$ cat src/rtl/alarm_relay_vote_ack_controller_macros.svh
// ----------------------------------------------------------------------------
// Alarm relay vote and acknowledge controller: assertion macros
// Shared concurrent assertion forms for the controller's RTL.
// ----------------------------------------------------------------------------
`ifndef ALARM_RELAY_VOTE_ACK_CONTROLLER_MACROS_SVH
`define ALARM_RELAY_VOTE_ACK_CONTROLLER_MACROS_SVH

// Same-cycle implication, disabled while reset is high.
`define ARVAC_ASSERT_SAME(label, clk, rst, ante, cons) \
   label: assert property (@(posedge clk) disable iff (rst) (ante) |-> (cons)) \
      else $error("arvac assertion failed");

// Next-cycle implication, disabled while reset is high.
`define ARVAC_ASSERT_NEXT(label, clk, rst, ante, cons) \
   label: assert property (@(posedge clk) disable iff (rst) (ante) |=> (cons)) \
      else $error("arvac assertion failed");

`endif

$ cat src/rtl/arvac_pkg.sv
// ----------------------------------------------------------------------------
// Alarm relay vote and acknowledge controller: package
// Sizes, codes and word types shared by the controller's modules.
// ----------------------------------------------------------------------------
package arvac_pkg;

   localparam int SENSOR_COUNT = 32;
   localparam int RELAY_COUNT  = 16;

   localparam int MASK_BITS  = 32;
   localparam int INDEX_BITS = 4;
   localparam int COUNT_BITS = 6;
   localparam int DELAY_BITS = 8;
   localparam int KIND_BITS  = 2;
   localparam int LEVEL_BITS = 2;

   localparam logic [KIND_BITS-1:0] KIND_OTHER = 2'd0;
   localparam logic [KIND_BITS-1:0] KIND_LIGHT = 2'd1;
   localparam logic [KIND_BITS-1:0] KIND_SOUND = 2'd2;

   localparam logic [DELAY_BITS-1:0] ACK_HOLD_RESET = 8'd10;

   typedef struct packed {
      logic [INDEX_BITS-1:0] relay_index;
      logic [MASK_BITS-1:0]  mask_low;
      logic [MASK_BITS-1:0]  mask_high;
      logic [MASK_BITS-1:0]  warn_low_bits;
      logic [MASK_BITS-1:0]  warn_high_bits;
      logic [COUNT_BITS-1:0] required_count;
      logic [DELAY_BITS-1:0] delay_limit;
      logic [KIND_BITS-1:0]  relay_kind;
      logic                  test_press;
      logic                  silence_press;
   } request_type;

   typedef struct packed {
      logic [INDEX_BITS-1:0] relay_number;
      logic                  relay_on;
      logic                  muted;
   } response_type;

   // Vote result handed from the sensor compare to the relay state logic.
   typedef struct packed {
      logic [COUNT_BITS-1:0] count;
      logic [MASK_BITS-1:0]  snap_low;
      logic [MASK_BITS-1:0]  snap_high;
   } vote_type;

endpackage

$ cat src/rtl/alarm_relay_vote_ack_controller.sv
// ----------------------------------------------------------------------------
// Alarm relay vote and acknowledge controller
// Evaluates one alarm relay per word against its sensors and per-relay state.
// ----------------------------------------------------------------------------
// The controller takes one request word in every clock cycle: a word is taken
// at each rising edge where start is high and busy is low, and busy is high
// only while reset is asserted. Each request produces exactly one response
// word, registered in the request register and then the response register,
// shown on rsp_word for a single cycle while rsp_strobe is high. The receiver
// cannot stall the response, so it must capture every strobed word in the
// cycle it appears. The sensor compare, the qualifier count and the per-relay
// state update all sit in the one combinational stage between those
// registers. Requests for the same relay may come back to back, because each
// relay's state is written at the same edge that captures its response. The
// hold time for acknowledgements is set through csr_write_enable and
// csr_write_data, and should only be changed while no request is in flight.
// ----------------------------------------------------------------------------
`include "alarm_relay_vote_ack_controller_macros.svh"

module alarm_relay_vote_ack_controller
   import arvac_pkg::*;
(
   input  logic                  clock,
   input  logic                  reset,
   input  logic                  start,
   output logic                  busy,
   input  request_type           req_word,
   output logic                  rsp_strobe,
   output response_type          rsp_word,
   input  logic                  csr_write_enable,
   input  logic [DELAY_BITS-1:0] csr_write_data
);

   logic                  req_valid_ff;
   request_type           req_ff;
   logic                  rsp_valid_ff;
   response_type          rsp_ff;
   response_type          rsp_in;
   logic [DELAY_BITS-1:0] hold_ticks_ff;
   vote_type              vote;
   logic                  relay_on;
   logic                  muted;

   // No words are taken while reset clears the relay state.
   assign busy = reset;

   // Hold time register for the acknowledgement re-arm logic.
   always_ff @(posedge clock) begin
      if (reset) begin
         hold_ticks_ff <= ACK_HOLD_RESET;
      end else if (csr_write_enable) begin
         hold_ticks_ff <= csr_write_data;
      end
   end

   // Request register: the first of the two pipeline registers.
   always_ff @(posedge clock) begin
      if (reset) begin
         req_valid_ff <= 1'b0;
      end else begin
         req_valid_ff <= start && !busy;
      end
   end

   always_ff @(posedge clock) begin
      if (start && !busy) begin
         req_ff <= req_word;
      end
   end

   arvac_sensor_vote u_vote (
      .req  (req_ff),
      .vote (vote)
   );

   arvac_relay_state u_state (
      .clock      (clock),
      .reset      (reset),
      .valid      (req_valid_ff),
      .req        (req_ff),
      .vote       (vote),
      .hold_ticks (hold_ticks_ff),
      .relay_on   (relay_on),
      .muted      (muted)
   );

   always_comb begin
      rsp_in.relay_number = req_ff.relay_index;
      rsp_in.relay_on     = relay_on;
      rsp_in.muted        = muted;
   end

   // Response register: the strobe lasts exactly one cycle per request.
   always_ff @(posedge clock) begin
      if (reset) begin
         rsp_valid_ff <= 1'b0;
      end else begin
         rsp_valid_ff <= req_valid_ff;
      end
   end

   always_ff @(posedge clock) begin
      if (req_valid_ff) begin
         rsp_ff <= rsp_in;
      end
   end

   assign rsp_strobe = rsp_valid_ff;
   assign rsp_word   = rsp_ff;

   // Every accepted word enters the request stage on the next cycle.
   `ARVAC_ASSERT_NEXT(a_accept_loads, clock, reset, start && !busy, req_valid_ff)
   // Every request stage word leaves as a strobed response in the following cycle.
   `ARVAC_ASSERT_NEXT(a_stage_responds, clock, reset, req_valid_ff, rsp_strobe)
   // The response echoes the relay that was in the request stage.
   `ARVAC_ASSERT_SAME(a_echo_relay, clock, reset, rsp_strobe,
                      rsp_word.relay_number == $past(req_ff.relay_index))
   // A muted relay is only energized by the test button.
   `ARVAC_ASSERT_SAME(a_muted_off, clock, reset,
                      rsp_strobe && rsp_word.muted && rsp_word.relay_on,
                      $past(req_ff.test_press))

endmodule

$ cat src/rtl/arvac_sensor_vote.sv
// ----------------------------------------------------------------------------
// Alarm relay sensor vote
// Compares each sensor's level with its required level and counts qualifiers.
// ----------------------------------------------------------------------------
module arvac_sensor_vote
   import arvac_pkg::*;
(
   input  request_type req,
   output vote_type    vote
);

   logic [SENSOR_COUNT-1:0] qualify;
   logic [COUNT_BITS-1:0]   count;

   always_comb begin
      for (int j = 0; j < SENSOR_COUNT; j++) begin
         qualify[j] = ({req.mask_high[j], req.mask_low[j]} != 2'd0) &&
                      ({req.warn_high_bits[j], req.warn_low_bits[j]} >=
                       {req.mask_high[j], req.mask_low[j]});
      end
   end

   always_comb begin
      count = '0;
      for (int j = 0; j < SENSOR_COUNT; j++) begin
         count = count + COUNT_BITS'(qualify[j]);
      end
   end

   // Sensors beyond the supported count contribute nothing to the snapshot.
   always_comb begin
      vote.count     = count;
      vote.snap_low  = '0;
      vote.snap_high = '0;
      vote.snap_low[SENSOR_COUNT-1:0]  = req.warn_low_bits[SENSOR_COUNT-1:0] & qualify;
      vote.snap_high[SENSOR_COUNT-1:0] = req.warn_high_bits[SENSOR_COUNT-1:0] & qualify;
   end

endmodule

$ cat src/rtl/arvac_relay_state.sv
// ----------------------------------------------------------------------------
// Alarm relay state
// Per-relay delay counters and acknowledgement snapshots, updated in one pass.
// ----------------------------------------------------------------------------
module arvac_relay_state
   import arvac_pkg::*;
(
   input  logic                  clock,
   input  logic                  reset,
   input  logic                  valid,
   input  request_type           req,
   input  vote_type              vote,
   input  logic [DELAY_BITS-1:0] hold_ticks,
   output logic                  relay_on,
   output logic                  muted
);

   logic [DELAY_BITS-1:0] delay_count_ff [RELAY_COUNT];
   logic [MASK_BITS-1:0]  ack_low_ff     [RELAY_COUNT];
   logic [MASK_BITS-1:0]  ack_high_ff    [RELAY_COUNT];
   logic [DELAY_BITS-1:0] ack_timer_ff   [RELAY_COUNT];

   logic [DELAY_BITS-1:0] delay_count_in;
   logic [MASK_BITS-1:0]  ack_low_in;
   logic [MASK_BITS-1:0]  ack_high_in;
   logic [DELAY_BITS-1:0] ack_timer_in;

   logic [DELAY_BITS-1:0] cur_delay;
   logic [MASK_BITS-1:0]  cur_low;
   logic [MASK_BITS-1:0]  cur_high;
   logic [DELAY_BITS-1:0] cur_timer;
   logic [DELAY_BITS-1:0] timer_inc;
   logic                  rise;
   logic                  fall;
   logic                  vote_met;

   assign cur_delay = delay_count_ff[req.relay_index];
   assign cur_low   = ack_low_ff[req.relay_index];
   assign cur_high  = ack_high_ff[req.relay_index];
   assign cur_timer = ack_timer_ff[req.relay_index];

   // A rise anywhere above the snapshot drops it; a fall marks it as unequal.
   always_comb begin
      rise = 1'b0;
      fall = 1'b0;
      for (int j = 0; j < MASK_BITS; j++) begin
         if ({vote.snap_high[j], vote.snap_low[j]} > {cur_high[j], cur_low[j]}) begin
            rise = 1'b1;
         end
         if ({vote.snap_high[j], vote.snap_low[j]} < {cur_high[j], cur_low[j]}) begin
            fall = 1'b1;
         end
      end
   end

   assign vote_met  = vote.count >= req.required_count;
   assign timer_inc = DELAY_BITS'(cur_timer + 8'd1);

   always_comb begin
      delay_count_in = cur_delay;
      ack_low_in     = cur_low;
      ack_high_in    = cur_high;
      ack_timer_in   = cur_timer;
      relay_on       = 1'b0;
      if (rise) begin
         ack_low_in  = '0;
         ack_high_in = '0;
      end
      if ((ack_low_in == '0) && (ack_high_in == '0)) begin
         if ((vote.count != '0) && vote_met) begin
            if (cur_delay >= req.delay_limit) begin
               if ((req.relay_kind == KIND_SOUND) && req.silence_press) begin
                  ack_low_in     = vote.snap_low;
                  ack_high_in    = vote.snap_high;
                  ack_timer_in   = '0;
                  delay_count_in = '0;
               end else begin
                  relay_on = 1'b1;
               end
            end else begin
               delay_count_in = DELAY_BITS'(cur_delay + 8'd1);
            end
         end else begin
            delay_count_in = '0;
         end
      end else if (!fall) begin
         ack_timer_in = '0;
      end else if (timer_inc > hold_ticks) begin
         ack_low_in   = vote_met ? vote.snap_low  : '0;
         ack_high_in  = vote_met ? vote.snap_high : '0;
         ack_timer_in = '0;
      end else begin
         ack_timer_in = timer_inc;
      end
      if (((req.relay_kind == KIND_LIGHT) || (req.relay_kind == KIND_SOUND)) &&
          req.test_press) begin
         relay_on = 1'b1;
      end
      muted = (ack_low_in != '0) || (ack_high_in != '0);
   end

   always_ff @(posedge clock) begin
      if (reset) begin
         for (int r = 0; r < RELAY_COUNT; r++) begin
            delay_count_ff[r] <= '0;
            ack_low_ff[r]     <= '0;
            ack_high_ff[r]    <= '0;
            ack_timer_ff[r]   <= '0;
         end
      end else if (valid) begin
         delay_count_ff[req.relay_index] <= delay_count_in;
         ack_low_ff[req.relay_index]     <= ack_low_in;
         ack_high_ff[req.relay_index]    <= ack_high_in;
         ack_timer_ff[req.relay_index]   <= ack_timer_in;
      end
   end

endmodule
$ cat config.mk
export PLATFORM = sky130hd
export DESIGN_NAME = alarm_relay_vote_ack_controller
export DESIGN_NICKNAME = d
export VERILOG_FILES = /design/src/rtl/arvac_pkg.sv /design/src/rtl/alarm_relay_vote_ack_controller.sv /design/src/rtl/arvac_sensor_vote.sv /design/src/rtl/arvac_relay_state.sv
export VERILOG_INCLUDE_DIRS = /design/src /design/src/rtl
export SDC_FILE = /design/constraint.sdc
export NUM_CORES = 2
export LEC_CHECK = 0
export BUFFER_PORTS_ARGS = -buffer_cell sky130_fd_sc_hd__buf_2
export CAP_MARGIN = 10
export CORE_ASPECT_RATIO = 1.4
export CORE_UTILIZATION = 23
export DETAILED_ROUTE_END_ITERATION = 6
export HOLD_SLACK_MARGIN = 0.1
export PLACE_DENSITY = 0.38
export SYNTH_ARGS = -nofsm -noshare
export SYNTH_HDL_FRONTEND = slang
export SYNTH_HIERARCHICAL = 1
export SYNTH_SLANG_ARGS = --single-unit
$ cat constraint.sdc
create_clock -name clock -period 25.8 [get_ports clock]
set_clock_uncertainty 0.15 [all_clocks]
set_input_delay 3.87 -clock clock [delete_from_list [all_inputs] [get_ports clock]]
set_output_delay 3.87 -clock clock [all_outputs]
set_load 0.01 [all_outputs]
== After elaboration in Yosys (flattened, before gate mapping) ==
Memory sizes are Yosys's and may differ from the RTL's. A register that Yosys moved wholly into a read port is not among the register bits.
Index checks and enable logic that the tools add are counted.

* Equal/unequal tests: 2
* Muxes and demuxes: 115
* Add/sub/neg operators: 33
* Order comparisons: 99
* Reduce and logical (&&, ||, !) cells: 81
* Bitwise operators: 2

{| class="wikitable"
|+ Operator list
! operator !! number
|-
| $mux W32 || 18
|-
| $add A6 B1 Y6 || 30
|-
| $mux W8 || 12
|-
| $mux W1 || 77
|-
| $and A32 B32 Y32 || 2
|-
| $ge A2 B2 Y1 || 32
|-
| $gt A2 B2 Y1 || 32
|-
| $logic_not A32 Y1 || 2
|-
| $lt A2 B2 Y1 || 32
|-
| $reduce_bool A2 Y1 || 32
|-
| $reduce_bool A32 Y1 || 2
|-
| $reduce_or A32 Y1 || 2
|-
| $logic_and A1 B1 Y1 || 37
|-
| $mux W4 || 8
|-
| $add A8 B1 Y8 const B || 2
|-
| $reduce_or A8 Y1 || 2
|-
| $ge A8 B8 Y1 || 1
|-
| $gt A8 B8 Y1 || 1
|-
| $ge A6 B6 Y1 || 1
|-
| $reduce_bool A6 Y1 || 1
|-
| $add A1 B1 Y2 || 1
|-
| $eq A2 B1 Y1 const B || 1
|-
| $eq A2 B2 Y1 const B || 1
|-
| $logic_or A1 B1 Y1 || 2
|-
| $logic_not A1 Y1 || 1
|}

* Memories kept: 4
* Register bits after elaboration: 166
* Word-level logic and storage cells: 352
* Memory bits (writable): 1280
* Input bits: 162
* Output and inout port bits: 8

{| class="wikitable"
|+ Memories
! name !! words !! width !! rd ports !! clocked after memory_dff !! write ports !! line !! text
|-
| u_state.ack_high_ff || 16 || 32 || 1 || 1 || 16 || arvac_relay_state.sv:20 || <nowiki>logic [MASK_BITS-1:0] ack_high_ff [RELAY_COUNT];</nowiki>
|-
| u_state.ack_low_ff || 16 || 32 || 1 || 1 || 16 || arvac_relay_state.sv:19 || <nowiki>logic [MASK_BITS-1:0] ack_low_ff [RELAY_COUNT];</nowiki>
|-
| u_state.ack_timer_ff || 16 || 8 || 1 || 1 || 16 || arvac_relay_state.sv:21 || <nowiki>logic [DELAY_BITS-1:0] ack_timer_ff [RELAY_COUNT];</nowiki>
|-
| u_state.delay_count_ff || 16 || 8 || 1 || 1 || 16 || arvac_relay_state.sv:18 || <nowiki>logic [DELAY_BITS-1:0] delay_count_ff [RELAY_COUNT];</nowiki>
|}

== Longest topological paths before layout ==
* Depth after elaboration: 43
* Gate-level depth with buffers: 29
* Depth with buffers taken out: 26

== By module ==
The synthesis kept the hierarchy.

{| class="wikitable"
|+ Modules (own cells, without submodules)
! module !! cells each !! area each (um^2) !! times used !! sequential area each (um^2)
|-
| arvac_relay_state || 4334 || 61811.8 || 1 || 38436.9
|-
| alarm_relay_vote_ack_controller || 188 || 5044.8 || 1 || 4884.7
|-
| arvac_sensor_vote || 387 || 2825.2 || 1 || 0.0
|}

== Worst setup path after synthesis ==
OpenSTA, ideal clock, no wires.

* Kind: in2reg
* From: in reset
* To: reg req_ff[0] in the netlist's numbering, enable pin
* Setup time: 679 ps
* Cell stages on the path: 2
* Required time: 24971 ps
* Arrival time: 10668 ps
* Path slack: 14303 ps
* Path buffers: 1
* Cell sequence: buf_2 -> nor2b_1

* Word-level cells in the longest chain between the ends: 2

{| class="wikitable"
|+ RTL lines
! element !! line !! text
|-
| start, declared || alarm_relay_vote_ack_controller.sv:24 || <nowiki>input logic reset,</nowiki>
|-
| $logic_not A1 Y1 || alarm_relay_vote_ack_controller.sv:66 || <nowiki>if (start && !busy) begin</nowiki>
|-
| $logic_and A1 B1 Y1 || alarm_relay_vote_ack_controller.sv:66 ||
|-
| end signal, assigned || alarm_relay_vote_ack_controller.sv:67 || <nowiki>req_ff <= req_word;</nowiki>
|-
| end, declared || alarm_relay_vote_ack_controller.sv:35 || <nowiki>request_type req_ff;</nowiki>
|}

Every way passes these cells.
A chain may end at the register's enable or synchronous reset.

==> implementation parameters <==
Parameter                              Value

Critical path
  Worst-path cell with the longest stage delay    sky130_fd_sc_hd__buf_4
  Largest fanout on the critical path    68
  Worst Reg-to-Reg Cells    29
  Startpoint of the worst register-to-register path    req_ff[75]$_DFFE_PP_
  Crit-path most repeated cell    sky130_fd_sc_hd__fa_1
  Largest stage delay on the critical path    0.91 ns
  Setup CP Type    reg -> reg
  R2R Setup Slk    15.23 ns
  CP endpoint kind    register
  Crit path arrival time    11.06 ns
  Launching element type of the critical path    register
  Endpoint of the worst-slack reg-to-reg timing path    u_state/ack_high_ff[9][2]$_SDFFCE_PN0P_
  Data required time at the worst endpoint    26.29 ns

STA
  Final critical-path required period    10.57 ns
  Worst hold margin    0.356 ns
  Pins over their slew limit    32
  Remaining max-slew budget at the tightest pin    -1.19%
  Fin. Hold Viols    0
  Worst-Margin Slew    1.52 ns
  Upper clock frequency limit    94.6 MHz
  Final Setup Violations    0
  Setup_tns    0 ns
  Unrepaired setup endpoints after global routing    no
  Part of the cycle the worst path needs    41.0%

Die
  Die extent in y    653 um
  Floorplan die width    467 um
  Overall die area    305000 um^2
  Starting density of the core    23.2%
  Count of pins on the block boundary    170
  Num rows    238
  Core box area    301000 um^2

Finish
  Layout cell share with drive strength beyond 1    20.7%
  Layout net count    5299
  Syn-to-layout area delta    15.5%

Drt
  DRT antenna net count    0
  Total wire length after detailed routing    290000 um
  DRC marker count from the first detailed-route iteration    4439
  Routed wirelength normalized by instance count    32.0 um
  Total DRC errors in the routed layout    0
  Average vias per placed instance    5.34
  Number of detailed-routing iterations run before antenna repair    6
  Overall via count from detail_route    48300

Synthesis
  Area share of the largest cell type after synthesis    61.9%
  Most frequent cells after synthesis    sky130_fd_sc_hd__edfxtp_1 (1436), sky130_fd_sc_hd__a31oi_1 (1042), sky130_fd_sc_hd__clkbuf_1 (360)
  Combined area of all synthesized cells    69700 um^2
  Leading register cell type out of synthesis    sky130_fd_sc_hd__edfxtp_1
  Yosys cell types    64
  Post-synthesis cell count    4909
  Number of register bits inferred by synthesis    1446
  Post-Synthesis Net Count    5255
  Library cell with the largest summed area after synthesis    sky130_fd_sc_hd__edfxtp_1
  Number of synthesis warnings    6
  Syn Area/Cell    14.2 um^2
  Most common cell in the netlist    sky130_fd_sc_hd__edfxtp_1
  Cell types occupying the most area after synthesis    sky130_fd_sc_hd__edfxtp_1 (62%), sky130_fd_sc_hd__mux4_2 (11%), sky130_fd_sc_hd__a31oi_1 (9.4%), sky130_fd_sc_hd__ha_1 (2.9%), sky130_fd_sc_hd__clkbuf_1 (1.9%)
  Fraction of registers with async set or reset after synthesis    0%
  Part of the Yosys area used for sequential elements    62.2%
  Count of flip-flops with a built-in enable after synthesis    1436

Run status
  Status    finished, violations left
  Failing checks    max-slew violations

Clock network
  Max Root-Sink Buffers    4
  Clock tree from TritonCTS    built
  Number of hold buffers added after cts    0
  Reg clk slew, reported paths    0.06 ns
  Clock latency at the later pin of the worst-skew pair    0.87 ns
  Number of setup buffers added after CTS    0
  Number of levels the H-tree was split into    4
  Resized Gates After CTS    0
  Clock tree root buffer cell    sky130_fd_sc_hd__clkbuf_16
  Clock net sink count    1446
  Number of buffers inserted during clock tree synthesis    170

GRT
  Total routing resource utilization after global routing    18.5%
  Number of global-route vias before repair    48500
  Maximum number of pins on one net before global-route repair    78
  Initial antenna violation count    14
  GRT Residual Overflow    0
  Wire length of the first global-routing pass    398000 um

Power
  Share of power burned in the clock network    32.7%
  Logic gate share of total power    29.7%
  Switching part of the total    35.3%
  Relative contribution of sequential cells to total power    37.7%
  Standby leakage power    26.0 nW
  Max rail drop VDD    225 uV
  Internal power of the cells    4.65 mW
  Power per cell area    89.2 nW/um^2
  Overall power of the completed layout    7.18 mW
  Psw    2.54 mW

Worst hold path
  End of the worst hold path    hold_ticks_ff[4]$_SDFFE_PP0P_
  Hold-critical path depth    2
  Hold/Removal Path Class    reg -> reg
  HP Start    hold_ticks_ff[4]$_SDFFE_PP0P_

Placement
  Final GP Congestion    0.829
  DP HPWL    161000 um
  Input/output buffers    169

Flow run
  Max capacitance violation total    0
[power groups by stage]
stage               Combinational [mW]  Sequential (mW)  Clock [mW]
floorplan                         1.28             2.75           0
global placement                  2.14             2.75           0
detailed placement                2.12             2.76           0
CTS                               2.13             2.71        2.40
global route                      2.28             2.71        2.47
finish                            2.13             2.71        2.35
[registers in the layout, indices dropped and copies added (netlist names)]
name,cells
hold_ticks_ff,8
u_state/ack_timer_ff,128
rsp_word,6
req_valid_ff,1
u_state/ack_high_ff,512
rsp_strobe,1
req_ff,150
u_state/ack_low_ff,512
u_state/delay_count_ff,128
[critical path, delay by kind of cell (launching register included)]
| family | cells | cell delay, ns |
|---|---|---|
| buffers and inverters | 7 | 2.31 |
| DFF | 1 | 0.36 |
| and+or+nand+nor | 7 | 1.94 |
| adders and majority gates | 10 | 4.22 |
| AOI/OAI and AO/OA | 4 | 1.11 |
| xor gates and xnor gates | 1 | 0.09 |
[final cells by class]
type	instances	area, um^2
diodes	10	25.0
well taps	3960	4950
clock buffers	205	4390
repair buffers	390	2570
fillers	30900	220000
clock inverters	82	723
multi-input cells	2773	23900
flip-flops and latches	1446	43300
inverters	172	646
[metrics by stage]
step	area, um^2	std cells	utilization, %	worst slack (ns)
global route	80500	9029	26.8	14.83
floorplan	69700	4909	-	14.30
global placement	75300	8736	25.0	15.35
detailed placement	75300	8737	25.0	15.31
finish	80500	9038	26.8	15.23
CTS	80400	9024	26.7	15.30
[worst max path at each step]
| stage | from | endpoint | slack, ns |
|---|---|---|---|
| floorplan | reset | req_ff[0]$_DFFE_PP_ | 14.30 |
| global placement | req_ff[125]$_DFFE_PP_ | u_state/ack_high_ff[8][2]$_SDFFCE_PN0P_ | 15.35 |
| detailed placement | req_ff[125]$_DFFE_PP_ | u_state/ack_high_ff[9][2]$_SDFFCE_PN0P_ | 15.31 |
| CTS | req_ff[125]$_DFFE_PP_ | u_state/ack_high_ff[9][2]$_SDFFCE_PN0P_ | 15.30 |
| global route | req_ff[69]$_DFFE_PP_ | u_state/ack_high_ff[15][2]$_SDFFCE_PN0P_ | 14.83 |
| finish | req_ff[75]$_DFFE_PP_ | u_state/ack_high_ff[9][2]$_SDFFCE_PN0P_ | 15.23 |
[metal layers]
| metal | wire length [um] | up-vias | track usage, % |
|---|---|---|---|
| li1 | - | 20200 | - |
| met1 | 116000 | 25400 | 23.2 |
| met2 | 143000 | 2185 | 32.0 |
| met3 | 18000 | 518 | 2.62 |
| met4 | 12200 | 4 | 7.26 |
| met5 | 23 | - | 0 |
[logic make-up (layout without fill, tap and decap cells)]
kind of cell	Yosys count	after routing	synth area share, %
muxes	346	346	11.0
adders and majority gates	184	184	3.56
other	0	10	0
and+or+nand+nor	856	856	6.11
buffers and inverters	690	849	4.15
xor gates and xnor gates	9	9	0.113
AOI/OAI and AO/OA	1378	1378	12.9
DFF	1446	1446	62.2
[placed cells by master, fill, tap and decap left out, drive strengths merged, types with 10 or more instances in the layout]
cell type	n
nor2	292
inv	176
diode	10
clkbuf	205
nor3	55
o21ai	25
clkinv	63
a22oi	70
nand3	70
a22o	36
edfxtp	1436
nor3b	35
nor4	33
a31oi	1042
nand4	96
fa	24
mux2i	10
or2	19
a32oi	49
mux4	336
a21oi	101
buf	390
dfxtp	10
nand2b	52
nand2	142
nor2b	32
ha	160
a21o	16
o22ai	11
bufinv	13
Note: power is estimated with default switching activity, not from simulation.
